<file path="src/hdl/asd_pkg.sv">
package asd_pkg;

    localparam int FILTER_DEPTH = 4;
    localparam int HIST_ROWS    = FILTER_DEPTH - 1;
    localparam int AXES         = 3;

    localparam int SAMPLE_W   = 16;
    localparam int STEP_W     = 24;
    localparam int INTERVAL_W = 10;
    localparam int PERIOD_W   = 8;
    localparam int NOISE_W    = 16;
    localparam int DIVISOR_W  = 8;
    localparam int AXIS_W     = 2;
    localparam int CFG_IDX_W  = 2;
    localparam int CFG_DATA_W = 10;

    localparam int FILL_W  = $clog2(FILTER_DEPTH + 1);
    localparam int SUM_W   = SAMPLE_W + $clog2(FILTER_DEPTH);
    localparam int RECIP_K = SUM_W + 2;
    localparam int RECIP_W = RECIP_K + 1;
    localparam int PROD_W  = SUM_W + RECIP_W;

    localparam int DIV_CNT_W = $clog2(NOISE_W);

    typedef logic signed [SAMPLE_W-1:0] sample_t;
    typedef logic [STEP_W-1:0]          step_t;
    typedef logic [INTERVAL_W-1:0]      interval_t;
    typedef logic [PERIOD_W-1:0]        period_t;
    typedef logic [NOISE_W-1:0]         noise_t;
    typedef logic [DIVISOR_W-1:0]       divisor_t;
    typedef logic [AXIS_W-1:0]          axis_t;
    typedef logic [CFG_IDX_W-1:0]       cfg_idx_t;
    typedef logic [CFG_DATA_W-1:0]      cfg_data_t;

    localparam axis_t AXIS_X    = 2'd0;
    localparam axis_t AXIS_Y    = 2'd1;
    localparam axis_t AXIS_Z    = 2'd2;
    localparam axis_t AXIS_NONE = 2'd3;

    localparam cfg_idx_t REG_MIN_INTERVAL  = 2'd0;
    localparam cfg_idx_t REG_MAX_INTERVAL  = 2'd1;
    localparam cfg_idx_t REG_UPDATE_PERIOD = 2'd2;
    localparam cfg_idx_t REG_NOISE_DIVISOR = 2'd3;

    localparam interval_t MIN_INTERVAL_RST  = 10'd10;
    localparam interval_t MAX_INTERVAL_RST  = 10'd100;
    localparam period_t   UPDATE_PERIOD_RST = 8'd10;
    localparam divisor_t  NOISE_DIVISOR_RST = 8'd10;

    // reciprocals ceil(2^K / n) for n from one to eight; fill counts reach only FILTER_DEPTH
    localparam longint RECIP_ONE = longint'(1) << RECIP_K;
    localparam logic [RECIP_W-1:0] RECIP_N1 = RECIP_W'(RECIP_ONE);
    localparam logic [RECIP_W-1:0] RECIP_N2 = RECIP_W'((RECIP_ONE + 1) / 2);
    localparam logic [RECIP_W-1:0] RECIP_N3 = RECIP_W'((RECIP_ONE + 2) / 3);
    localparam logic [RECIP_W-1:0] RECIP_N4 = RECIP_W'((RECIP_ONE + 3) / 4);
    localparam logic [RECIP_W-1:0] RECIP_N5 = RECIP_W'((RECIP_ONE + 4) / 5);
    localparam logic [RECIP_W-1:0] RECIP_N6 = RECIP_W'((RECIP_ONE + 5) / 6);
    localparam logic [RECIP_W-1:0] RECIP_N7 = RECIP_W'((RECIP_ONE + 6) / 7);
    localparam logic [RECIP_W-1:0] RECIP_N8 = RECIP_W'((RECIP_ONE + 7) / 8);

    function automatic logic [RECIP_W-1:0] recip_of(input logic [FILL_W-1:0] n);
        logic [RECIP_W-1:0] r;
        case (4'(n))
            4'd1:    r = RECIP_N1;
            4'd2:    r = RECIP_N2;
            4'd3:    r = RECIP_N3;
            4'd4:    r = RECIP_N4;
            4'd5:    r = RECIP_N5;
            4'd6:    r = RECIP_N6;
            4'd7:    r = RECIP_N7;
            4'd8:    r = RECIP_N8;
            default: r = RECIP_N1;
        endcase
        return r;
    endfunction

    typedef struct packed {
        logic gate;
        logic diff;
        logic pick;
        logic avg_sum;
        logic avg_mul;
        logic avg_wb;
        logic upd;
        logic div_start;
        logic load_out;
    } asd_cmd_t;

    typedef struct packed {
        logic refresh;
        logic div_done;
    } asd_status_t;

endpackage

</file>
<file path="src/hdl/asd_if.sv">
interface asd_sample_if
    import asd_pkg::*;
();
    logic    valid;
    logic    ready;
    sample_t accel_x;
    sample_t accel_y;
    sample_t accel_z;

    modport source (output valid, output accel_x, output accel_y, output accel_z,
                    input ready);
    modport sink (input valid, input accel_x, input accel_y, input accel_z,
                  output ready);
endinterface

interface asd_result_if
    import asd_pkg::*;
();
    logic  valid;
    logic  ready;
    step_t step_total;
    logic  step_seen;
    axis_t active_axis;

    modport source (output valid, output step_total, output step_seen,
                    output active_axis, input ready);
    modport sink (input valid, input step_total, input step_seen,
                  input active_axis, output ready);
endinterface

interface asd_cfg_if
    import asd_pkg::*;
();
    logic      valid;
    logic      ready;
    cfg_idx_t  index;
    cfg_data_t data;

    modport source (output valid, output index, output data, input ready);
    modport sink (input valid, input index, input data, output ready);
endinterface

</file>
<file path="src/hdl/accelerometer_step_detector_core.sv">
// channel   dir   word
// sample    in    accel_x, accel_y, accel_z
// result    out   step_total, step_seen, active_axis
// cfg       in    index, data (always ready)
//
// per sample word: gate, difference, axis pick, then a
// three-stage sum / reciprocal multiply / write-back average and an update step
// a sample that hits the update period also waits for the
// one-bit-per-cycle noise divider
// the next sample is taken while a result word still waits on the result channel
// rst_n clears all detector state and loads the register defaults
module accelerometer_step_detector_core
    import asd_pkg::*;
(
    input  logic         clk,
    input  logic         rst_n,
    asd_sample_if.sink   sample,
    asd_result_if.source result,
    asd_cfg_if.sink      cfg
);

    asd_cmd_t    cmd;
    asd_status_t status;

    assign cfg.ready = 1'b1;

    asd_ctrl u_ctrl (
        .clk       (clk),
        .rst_n     (rst_n),
        .in_valid  (sample.valid),
        .in_ready  (sample.ready),
        .out_valid (result.valid),
        .out_ready (result.ready),
        .status    (status),
        .cmd       (cmd)
    );

    asd_datapath u_datapath (
        .clk         (clk),
        .rst_n       (rst_n),
        .cmd         (cmd),
        .status      (status),
        .accel_x     (sample.accel_x),
        .accel_y     (sample.accel_y),
        .accel_z     (sample.accel_z),
        .cfg_we      (cfg.valid),
        .cfg_index   (cfg.index),
        .cfg_data    (cfg.data),
        .step_total  (result.step_total),
        .step_seen   (result.step_seen),
        .active_axis (result.active_axis)
    );

endmodule

</file>
<file path="src/hdl/asd_div.sv">
module asd_div
    import asd_pkg::*;
(
    input  logic     clk,
    input  logic     rst_n,
    input  logic     start,
    input  noise_t   dividend,
    input  divisor_t divisor,
    output noise_t   quotient,
    output logic     done
);

    localparam logic [DIV_CNT_W-1:0] CNT_LAST = DIV_CNT_W'(NOISE_W - 1);

    logic                 busy_reg;
    logic                 done_reg;
    logic [DIV_CNT_W-1:0] cnt_reg;
    divisor_t             rem_reg;
    divisor_t             rem_next;
    noise_t               quo_reg;
    noise_t               quo_next;
    divisor_t             dvs_reg;
    logic [DIVISOR_W:0]   trial;
    logic                 fits;

    // one quotient bit per cycle, restoring
    always_comb
    begin
        trial    = {rem_reg, quo_reg[NOISE_W-1]};
        fits     = (trial >= {1'b0, dvs_reg});
        rem_next = fits ? DIVISOR_W'(trial - {1'b0, dvs_reg}) : trial[DIVISOR_W-1:0];
        quo_next = {quo_reg[NOISE_W-2:0], fits};
    end

    always_ff @(posedge clk or negedge rst_n)
    begin
        if (!rst_n)
        begin
            busy_reg <= 1'b0;
            done_reg <= 1'b0;
            cnt_reg  <= '0;
        end
        else
        begin
            done_reg <= 1'b0;
            if (start)
            begin
                busy_reg <= 1'b1;
                cnt_reg  <= '0;
            end
            else if (busy_reg)
            begin
                cnt_reg <= cnt_reg + 1'b1;
                if (cnt_reg == CNT_LAST)
                begin
                    busy_reg <= 1'b0;
                    done_reg <= 1'b1;
                end
            end
        end
    end

    always_ff @(posedge clk)
    begin
        if (start)
        begin
            rem_reg <= '0;
            quo_reg <= dividend;
            dvs_reg <= divisor;
        end
        else if (busy_reg)
        begin
            rem_reg <= rem_next;
            quo_reg <= quo_next;
        end
    end

    assign quotient = quo_reg;
    assign done     = done_reg;

endmodule

</file>
<file path="src/hdl/asd_ctrl.sv">
module asd_ctrl
    import asd_pkg::*;
(
    input  logic        clk,
    input  logic        rst_n,
    input  logic        in_valid,
    output logic        in_ready,
    output logic        out_valid,
    input  logic        out_ready,
    input  asd_status_t status,
    output asd_cmd_t    cmd
);

    localparam logic [3:0] ST_IDLE = 4'd0;
    localparam logic [3:0] ST_DIFF = 4'd1;
    localparam logic [3:0] ST_PICK = 4'd2;
    localparam logic [3:0] ST_SUM  = 4'd3;
    localparam logic [3:0] ST_MUL  = 4'd4;
    localparam logic [3:0] ST_WB   = 4'd5;
    localparam logic [3:0] ST_UPD  = 4'd6;
    localparam logic [3:0] ST_DIVS = 4'd7;
    localparam logic [3:0] ST_DIVW = 4'd8;
    localparam logic [3:0] ST_EMIT = 4'd9;

    logic [3:0] state_reg;
    logic [3:0] state_next;
    logic       out_valid_reg;
    logic       out_valid_next;

    always_comb
    begin
        state_next     = state_reg;
        out_valid_next = out_valid_reg;
        cmd            = '0;
        in_ready       = 1'b0;
        if (out_ready)
        begin
            out_valid_next = 1'b0;
        end
        case (state_reg)
            ST_IDLE:
            begin
                in_ready = 1'b1;
                if (in_valid)
                begin
                    cmd.gate   = 1'b1;
                    state_next = ST_DIFF;
                end
            end
            ST_DIFF:
            begin
                cmd.diff   = 1'b1;
                state_next = ST_PICK;
            end
            ST_PICK:
            begin
                cmd.pick   = 1'b1;
                state_next = ST_SUM;
            end
            ST_SUM:
            begin
                cmd.avg_sum = 1'b1;
                state_next  = ST_MUL;
            end
            ST_MUL:
            begin
                cmd.avg_mul = 1'b1;
                state_next  = ST_WB;
            end
            ST_WB:
            begin
                cmd.avg_wb = 1'b1;
                state_next = ST_UPD;
            end
            ST_UPD:
            begin
                cmd.upd    = 1'b1;
                state_next = status.refresh ? ST_DIVS : ST_EMIT;
            end
            ST_DIVS:
            begin
                cmd.div_start = 1'b1;
                state_next    = ST_DIVW;
            end
            ST_DIVW:
            begin
                if (status.div_done)
                begin
                    state_next = ST_EMIT;
                end
            end
            ST_EMIT:
            begin
                if (!out_valid_reg || out_ready)
                begin
                    cmd.load_out   = 1'b1;
                    out_valid_next = 1'b1;
                    state_next     = ST_IDLE;
                end
            end
            default:
            begin
                state_next = ST_IDLE;
            end
        endcase
    end

    always_ff @(posedge clk or negedge rst_n)
    begin
        if (!rst_n)
        begin
            state_reg     <= ST_IDLE;
            out_valid_reg <= 1'b0;
        end
        else
        begin
            state_reg     <= state_next;
            out_valid_reg <= out_valid_next;
        end
    end

    assign out_valid = out_valid_reg;

endmodule

</file>
<file path="src/hdl/asd_datapath.sv">
module asd_datapath
    import asd_pkg::*;
(
    input  logic        clk,
    input  logic        rst_n,
    input  asd_cmd_t    cmd,
    output asd_status_t status,
    input  sample_t     accel_x,
    input  sample_t     accel_y,
    input  sample_t     accel_z,
    input  logic        cfg_we,
    input  cfg_idx_t    cfg_index,
    input  cfg_data_t   cfg_data,
    output step_t       step_total,
    output logic        step_seen,
    output axis_t       active_axis
);

    function automatic noise_t absdiff(input sample_t a, input sample_t b);
        logic signed [SAMPLE_W:0] dif;
        logic [SAMPLE_W:0]        mag;
        dif = {a[SAMPLE_W-1], a} - {b[SAMPLE_W-1], b};
        mag = dif[SAMPLE_W] ? -dif : dif;
        return mag[NOISE_W-1:0];
    endfunction

    // configuration
    interval_t min_int_reg;
    interval_t max_int_reg;
    period_t   period_reg;
    divisor_t  ndiv_reg;

    // detector state
    sample_t     fv_reg   [AXES];
    sample_t     hist_reg [HIST_ROWS][AXES];
    logic [FILL_W-1:0] fill_reg;
    sample_t     max_reg  [AXES];
    sample_t     min_reg  [AXES];
    sample_t     thr_reg  [AXES];
    noise_t      noise_reg;
    period_t     count_reg;
    interval_t   interval_reg;
    step_t       step_reg;

    // per-sample working values
    logic        act_reg   [AXES];
    noise_t      d_reg     [AXES];
    logic        cross_reg [AXES];
    logic        win_reg;
    logic        seen_reg;
    axis_t       axis_reg;
    logic [SUM_W-1:0]  mag_reg  [AXES];
    logic              neg_reg  [AXES];
    logic [PROD_W-1:0] prod_reg [AXES];
    noise_t      sw_reg    [AXES];

    // result word
    step_t       out_total_reg;
    logic        out_seen_reg;
    axis_t       out_axis_reg;

    sample_t     in_s      [AXES];
    sample_t     gate_val  [AXES];
    logic        gate_hit  [AXES];
    logic signed [SUM_W-1:0] sum_val [AXES];
    logic [SUM_W-1:0]  mag_val [AXES];
    logic [RECIP_W-1:0] recip;
    logic [NOISE_W-1:0] quo_val [AXES];
    sample_t     wb_val    [AXES];
    sample_t     thr_val   [AXES];
    noise_t      sw_val    [AXES];
    axis_t       axis_sel;
    logic        cross_hit;
    noise_t      wide01;
    noise_t      widest;
    divisor_t    div_eff;
    noise_t      div_quo;
    logic        div_done;
    logic signed [SAMPLE_W:0] pair_sum [AXES];
    logic signed [SAMPLE_W:0] pair_adj [AXES];

    assign in_s[0] = accel_x;
    assign in_s[1] = accel_y;
    assign in_s[2] = accel_z;

    assign recip = recip_of(fill_reg);

    always_comb
    begin
        for (int i = 0; i < AXES; i++)
        begin
            // noise gate
            gate_hit[i] = (absdiff(fv_reg[i], in_s[i]) > noise_reg);
            gate_val[i] = gate_hit[i] ? in_s[i] : fv_reg[i];

            // average of the held value and the filled history rows
            sum_val[i] = {{(SUM_W-SAMPLE_W){fv_reg[i][SAMPLE_W-1]}}, fv_reg[i]};
            for (int j = 0; j < HIST_ROWS; j++)
            begin
                if (FILL_W'(j + 1) < fill_reg)
                begin
                    sum_val[i] = sum_val[i]
                        + {{(SUM_W-SAMPLE_W){hist_reg[j][i][SAMPLE_W-1]}}, hist_reg[j][i]};
                end
            end
            mag_val[i] = sum_val[i][SUM_W-1] ? -sum_val[i] : sum_val[i];
            quo_val[i] = prod_reg[i][RECIP_K +: NOISE_W];
            wb_val[i]  = neg_reg[i] ? sample_t'(-quo_val[i]) : sample_t'(quo_val[i]);

            // midpoint, truncated toward zero
            pair_sum[i] = {max_reg[i][SAMPLE_W-1], max_reg[i]}
                        + {min_reg[i][SAMPLE_W-1], min_reg[i]};
            pair_adj[i] = pair_sum[i] + (SAMPLE_W+1)'(pair_sum[i][SAMPLE_W]);
            thr_val[i]  = pair_adj[i][SAMPLE_W:1];
            sw_val[i]   = absdiff(max_reg[i], min_reg[i]);
        end
    end

    // most active axis, ties to the lower axis
    always_comb
    begin
        if (act_reg[0] && d_reg[0] >= d_reg[1] && d_reg[0] >= d_reg[2])
        begin
            axis_sel = AXIS_X;
        end
        else if (act_reg[1] && d_reg[1] >= d_reg[0] && d_reg[1] >= d_reg[2])
        begin
            axis_sel = AXIS_Y;
        end
        else if (act_reg[2] && d_reg[2] >= d_reg[1] && d_reg[2] >= d_reg[0])
        begin
            axis_sel = AXIS_Z;
        end
        else
        begin
            axis_sel = AXIS_NONE;
        end
        case (axis_sel)
            AXIS_X:  cross_hit = cross_reg[0];
            AXIS_Y:  cross_hit = cross_reg[1];
            AXIS_Z:  cross_hit = cross_reg[2];
            default: cross_hit = 1'b0;
        endcase
    end

    always_comb
    begin
        wide01  = (sw_reg[0] > sw_reg[1]) ? sw_reg[0] : sw_reg[1];
        widest  = (wide01 > sw_reg[2]) ? wide01 : sw_reg[2];
        div_eff = (ndiv_reg == '0) ? DIVISOR_W'(1) : ndiv_reg;
    end

    asd_div u_div (
        .clk      (clk),
        .rst_n    (rst_n),
        .start    (cmd.div_start),
        .dividend (widest),
        .divisor  (div_eff),
        .quotient (div_quo),
        .done     (div_done)
    );

    assign status.refresh  = (count_reg == period_reg);
    assign status.div_done = div_done;

    always_ff @(posedge clk or negedge rst_n)
    begin
        if (!rst_n)
        begin
            min_int_reg <= MIN_INTERVAL_RST;
            max_int_reg <= MAX_INTERVAL_RST;
            period_reg  <= UPDATE_PERIOD_RST;
            ndiv_reg    <= NOISE_DIVISOR_RST;
        end
        else if (cfg_we)
        begin
            case (cfg_index)
                REG_MIN_INTERVAL:  min_int_reg <= cfg_data[INTERVAL_W-1:0];
                REG_MAX_INTERVAL:  max_int_reg <= cfg_data[INTERVAL_W-1:0];
                REG_UPDATE_PERIOD: period_reg  <= cfg_data[PERIOD_W-1:0];
                REG_NOISE_DIVISOR: ndiv_reg    <= cfg_data[DIVISOR_W-1:0];
                default:           ;
            endcase
        end
    end

    always_ff @(posedge clk or negedge rst_n)
    begin
        if (!rst_n)
        begin
            for (int i = 0; i < AXES; i++)
            begin
                fv_reg[i]  <= '0;
                max_reg[i] <= '0;
                min_reg[i] <= '0;
                thr_reg[i] <= '0;
                for (int j = 0; j < HIST_ROWS; j++)
                begin
                    hist_reg[j][i] <= '0;
                end
            end
            fill_reg     <= FILL_W'(1);
            noise_reg    <= '0;
            count_reg    <= '0;
            interval_reg <= '0;
            step_reg     <= '0;
        end
        else
        begin
            if (cmd.gate)
            begin
                for (int i = 0; i < AXES; i++)
                begin
                    fv_reg[i] <= gate_val[i];
                end
            end
            if (cmd.diff && fill_reg < FILL_W'(FILTER_DEPTH))
            begin
                fill_reg <= fill_reg + 1'b1;
            end
            if (cmd.pick)
            begin
                count_reg <= count_reg + 1'b1;
                if (cross_hit)
                begin
                    interval_reg <= INTERVAL_W'(1);
                    if (win_reg)
                    begin
                        step_reg <= step_reg + 1'b1;
                    end
                end
                else
                begin
                    interval_reg <= interval_reg + 1'b1;
                end
            end
            if (cmd.avg_wb)
            begin
                for (int i = 0; i < AXES; i++)
                begin
                    fv_reg[i] <= wb_val[i];
                    if (wb_val[i] > max_reg[i])
                    begin
                        max_reg[i] <= wb_val[i];
                    end
                    if (wb_val[i] < min_reg[i])
                    begin
                        min_reg[i] <= wb_val[i];
                    end
                end
            end
            if (cmd.upd)
            begin
                if (status.refresh)
                begin
                    count_reg <= '0;
                    for (int i = 0; i < AXES; i++)
                    begin
                        thr_reg[i] <= thr_val[i];
                        max_reg[i] <= min_reg[i];
                        min_reg[i] <= max_reg[i];
                    end
                end
                for (int i = 0; i < AXES; i++)
                begin
                    for (int j = HIST_ROWS - 1; j > 0; j--)
                    begin
                        hist_reg[j][i] <= hist_reg[j-1][i];
                    end
                    hist_reg[0][i] <= fv_reg[i];
                end
            end
            if (div_done)
            begin
                noise_reg <= div_quo;
            end
        end
    end

    always_ff @(posedge clk)
    begin
        for (int i = 0; i < AXES; i++)
        begin
            if (cmd.gate)
            begin
                act_reg[i] <= gate_hit[i];
            end
            if (cmd.diff)
            begin
                d_reg[i]     <= absdiff(fv_reg[i], hist_reg[0][i]);
                cross_reg[i] <= (hist_reg[0][i] > thr_reg[i]) && (thr_reg[i] > fv_reg[i]);
            end
            if (cmd.avg_sum)
            begin
                mag_reg[i] <= mag_val[i];
                neg_reg[i] <= sum_val[i][SUM_W-1];
            end
            if (cmd.avg_mul)
            begin
                prod_reg[i] <= PROD_W'(mag_reg[i]) * PROD_W'(recip);
            end
            if (cmd.upd)
            begin
                sw_reg[i] <= sw_val[i];
            end
        end
        if (cmd.diff)
        begin
            win_reg <= (min_int_reg <= interval_reg) && (interval_reg <= max_int_reg);
        end
        if (cmd.pick)
        begin
            seen_reg <= cross_hit && win_reg;
            axis_reg <= axis_sel;
        end
        if (cmd.load_out)
        begin
            out_total_reg <= step_reg;
            out_seen_reg  <= seen_reg;
            out_axis_reg  <= axis_reg;
        end
    end

    assign step_total  = out_total_reg;
    assign step_seen   = out_seen_reg;
    assign active_axis = out_axis_reg;

endmodule
</file>
<file path="src/flat_wrapper.sv">
// flat-port wrapper written by rule: the top's interface ports become plain ports
module accelerometer_step_detector_core_flat import asd_pkg::*;
  (clk, rst_n, sample_valid, sample_accel_x, sample_accel_y, sample_accel_z, sample_ready, result_valid, result_step_total, result_step_seen, result_active_axis, result_ready, cfg_valid, cfg_index, cfg_data, cfg_ready);
  asd_sample_if sample_i ();
  asd_result_if result_i ();
  asd_cfg_if cfg_i ();
  input  logic clk;
  input  logic rst_n;
  input wire logic [$bits(sample_i.valid)-1:0] sample_valid;
  input wire logic [$bits(sample_i.accel_x)-1:0] sample_accel_x;
  input wire logic [$bits(sample_i.accel_y)-1:0] sample_accel_y;
  input wire logic [$bits(sample_i.accel_z)-1:0] sample_accel_z;
  output wire logic [$bits(sample_i.ready)-1:0] sample_ready;
  output wire logic [$bits(result_i.valid)-1:0] result_valid;
  output wire logic [$bits(result_i.step_total)-1:0] result_step_total;
  output wire logic [$bits(result_i.step_seen)-1:0] result_step_seen;
  output wire logic [$bits(result_i.active_axis)-1:0] result_active_axis;
  input wire logic [$bits(result_i.ready)-1:0] result_ready;
  input wire logic [$bits(cfg_i.valid)-1:0] cfg_valid;
  input wire logic [$bits(cfg_i.index)-1:0] cfg_index;
  input wire logic [$bits(cfg_i.data)-1:0] cfg_data;
  output wire logic [$bits(cfg_i.ready)-1:0] cfg_ready;
  assign sample_i.valid = sample_valid;
  assign sample_i.accel_x = sample_accel_x;
  assign sample_i.accel_y = sample_accel_y;
  assign sample_i.accel_z = sample_accel_z;
  assign sample_ready = sample_i.ready;
  assign result_valid = result_i.valid;
  assign result_step_total = result_i.step_total;
  assign result_step_seen = result_i.step_seen;
  assign result_active_axis = result_i.active_axis;
  assign result_i.ready = result_ready;
  assign cfg_i.valid = cfg_valid;
  assign cfg_i.index = cfg_index;
  assign cfg_i.data = cfg_data;
  assign cfg_ready = cfg_i.ready;
  accelerometer_step_detector_core u_core (.clk(clk), .rst_n(rst_n), .sample(sample_i), .result(result_i), .cfg(cfg_i));
endmodule
</file>
<file path="config.mk">
export PLATFORM = sky130hd
export DESIGN_NAME = accelerometer_step_detector_core_flat
export DESIGN_NICKNAME = d
export VERILOG_FILES = /design/src/hdl/asd_pkg.sv /design/src/hdl/asd_if.sv /design/src/hdl/accelerometer_step_detector_core.sv /design/src/hdl/asd_div.sv /design/src/hdl/asd_ctrl.sv /design/src/hdl/asd_datapath.sv /design/src/flat_wrapper.sv
export SDC_FILE = /design/constraint.sdc
export NUM_CORES = 2
export LEC_CHECK = 0
export ABC_CLOCK_PERIOD_IN_PS = 10570
export BUFFER_PORTS_ARGS = -buffer_cell sky130_fd_sc_hd__buf_2
export CAP_MARGIN = 20
export CORE_MARGIN = 2
export CORE_UTILIZATION = 30
export DETAILED_ROUTE_END_ITERATION = 10
export GPL_TIMING_DRIVEN = 0
export HOLD_SLACK_MARGIN = 0.15
export PLACE_DENSITY = 0.48
export SETUP_SLACK_MARGIN = 0.05
export SLEW_MARGIN = 5
export SYNTH_ARGS = -nofsm -noshare
export SYNTH_HDL_FRONTEND = slang
export SYNTH_SLANG_ARGS = --single-unit
</file>
<file path="constraint.sdc">
create_clock -name clk -period 10.57 [get_ports clk]
set_input_delay 1.057 -clock clk [delete_from_list [all_inputs] [get_ports clk]]
set_output_delay 1.057 -clock clk [all_outputs]
set_load 0.01 [all_outputs]
</file>
==> out/metrics.cfg <==
[status]
status = finished clean

[worst_setup_path]
cp_top_family = adder cells
cpMostUsedCell = fa_1
slowest_delay_ps = 580
critPathBufInv = 10
cp-start-kind = flop
worst_path_max_delay_cell = dfstp_2
crit_fanout = 10
crit_type = flop to flop
crit_required_ps = 11040
rrSetupSlack_ps = 320
cp-end-kind = flop
crit_arrival_ps = 10710

[clock_tree]
clk_path_buf_depth = 3
cts_tree = yes
clockRootBuffer = clkbuf_16
cts_setup_buffers = 0
cts_buffers = 91
numClockSinks = 714
clk-insertion-delay-late_ps = 760
path_clk_slew_ps = 60
cts_max_level = 3

[finish]
final_util = 0.3348
drive_gt1_frac = 0.06251
area_growth_pct = 10.93
fin_nets = 12380
final_area_um2 = 100500
layoutNonFillerInstCount = 14460
largest_reg_flops = 144

[global_route]
grt_pass1_wl_um = 509000
grtUsageTotal = 0.2234
antenna_found_initial = 32
grt_max_degree = 102
gr-total-overflow = 0
first_global_vias = 75680

[placement]
gp_congestion = 0.9753
io_buffers = 93
place_inst = 14270
postPlaceCellArea_um2 = 96960
place_hpwl_um = 295900

[worst_hold_path]
hold_path.class = input port to asynchronous set/reset pin

[floorplanning]
die_h_um = 553.4
ios = 95
die_width_um = 553.4
rows = 201
die_area_um2 = 306300
start_util = 0.3018
core_um2 = 300000

[synthesis]
synth_area_um2 = 90560
synth.avg_cell_area_um2 = 8.916
syn_nets = 12130
yosys_warnings = 0
yosysUniqueCellTypes = 95
synth.area.top_cells = fa_1 (20%), ha_1 (14%), dfrtp_1 (12%)
synth_cells = 10160
muxShareOfSynthArea = 0.03125
synth_xor_area_frac = 0.05442
synth_top_family_by_area = adder cells
synthFlopType = dfrtp_1
synth-seq-cells = 714
synth_most_common_cell = inv_1
synth_edf_count = 262
synthArstFlopShare = 0.6218
synthAdderAreaFrac = 0.3386
synth_compound_area_frac = 0.1287
synth_seq_area_share = 0.2115
synth_top_area_share = 0.1990
yosysTopAreaCell = fa_1
yosys-top-cells-count = inv_1 (1848), nand2_1 (1065), ha_1 (1011)
synthSimpleGateAreaFrac = 0.1438

[routing]
viasPerCell = 5.129
first_iter_violations = 5968
totalWireLength_um = 346700
drc = 0
dr.pass1.iters = 6
drtAntennaViolNets = 0
wl_per_cell_um = 23.98
dr_total_vias = 74140

[sta]
slew_violations = 0
timing.hold.ws_ps = 331.9
rsz0062_at_grt = no
skew_ps = 55.49
slew-limit-headroom = 0.08945
final_hold_viol_count = 0
period_minus_slack_ps = 10250
max_freq_mhz = 97.57
worst_pin_slew_ps = 1331
timing.final.crit_share = 0.9696
setup-violations-final = 0

[job]
maxCapViolCount = 0

[final timing paths]
kind                                                     from                                 end  cells past startpoint
worst max-delay path            u_core.u_datapath.fill_reg[0]  u_core.u_datapath.prod_reg[0][113]                     33
worst min-delay path                                    rst_n      u_core.u_datapath.hist_reg[45]                      1
worst max register to register  u_core.u_datapath.fill_reg[0]  u_core.u_datapath.prod_reg[0][113]                     33
worst min register to register  u_core.u_datapath.axis_reg[1]    u_core.u_datapath.active_axis[1]                      0
max in group asynchronous                               rst_n       u_core.u_datapath.min_reg[14]                      3
min in group clk                u_core.u_datapath.axis_reg[1]    u_core.u_datapath.active_axis[1]                      0
[through the flow]
stage	worst slack [ps]	setup TNS, ps
2_1_floorplan	2111	0
3_3_place_gp	-3188	-774450
3_5_place_dp	-2569	-74610
4_1_cts	51.23	0
5_1_grt	1.856	0
6_report	321.1	0
[layout by cell type, fill, tap and decap left out, types with 43 or more instances in the layout]
cell	netlist	routed
o31ai_1	91	90
nand2b_1	117	117
a21oi_1	375	375
or2_2	43	43
clkbuf_1	320	298
ha_1	1011	1011
clkbuf_16	0	95
xor2_1	174	170
inv_1	1848	1848
a21o_1	148	148
nand4_1	99	99
mux2i_1	105	105
nor4_1	60	58
o21a_1	123	123
a31oi_1	65	65
nand3_1	130	130
edfxtp_1	262	262
nor2_1	443	438
dfrtp_1	434	434
mux2_2	158	158
nor2b_1	102	102
xnor2_1	386	377
nand2_1	1065	1063
o21ai_0	489	485
and2_1	182	181
and3_1	83	83
buf_2	10	107
fa_1	900	900
nor3_1	171	167
or3_1	83	83
o211ai_1	47	47
a211oi_1	55	54
[final cells by class]
cell class	instances	area [um^2]
clock buffer	123	2562
multi-input combinational	7235	63310
tap	3958	4952
timing repair buffer	156	1308
inverter	1852	6955
fill	31070	199600
antenna	20	50.05
sequential	714	19150
clock inverter	49	719.4
buffer	349	1450
[worst register-to-register path: cells and delay by family (launching register included)]
| kind | cells | cell delay, ps |
|---|---|---|
| and+or+nand+nor | 6 | 1340 |
| adders and majority gates | 7 | 3160 |
| xor gates and xnor gates | 1 | 90 |
| buffers and inverters | 10 | 2350 |
| AOI/OAI and AO/OA | 9 | 2450 |
| DFF | 1 | 580 |
[logic make-up after synthesis]
group,Yosys count
XOR/XNOR,561
adder cells (fa/ha/maj),1911
AND/OR/NAND/NOR,2705
AO/OA/AOI/OAI,1794
flip-flops,714
buffers and inverters,2208
other,1
multiplexers,263
[routing by layer]
metal  global-route usage  routed length (um)  vias up
li1                     -                   -    34230
met1               0.2890              147600    37100
met2               0.3710              160800     2251
met3              0.02625               18780      555
met4               0.1045               19520        6
met5                    0                  31        -
[what timing repair did]
| action | in CTS | in global routing |
|---|---|---|
| hold endpoints to repair | 0 | 0 |
| pin swaps | 0 | 0 |
| hold buffers | 0 | 0 |
| cloned | 0 | 0 |
| gates resized for setup | 74 | 24 |
| endpoints found under the setup margin | 56 | 21 |
Power is left out: the tool's default activity adds up to more than one toggle a clock period on the data nets, which glitch-free logic cannot reach.
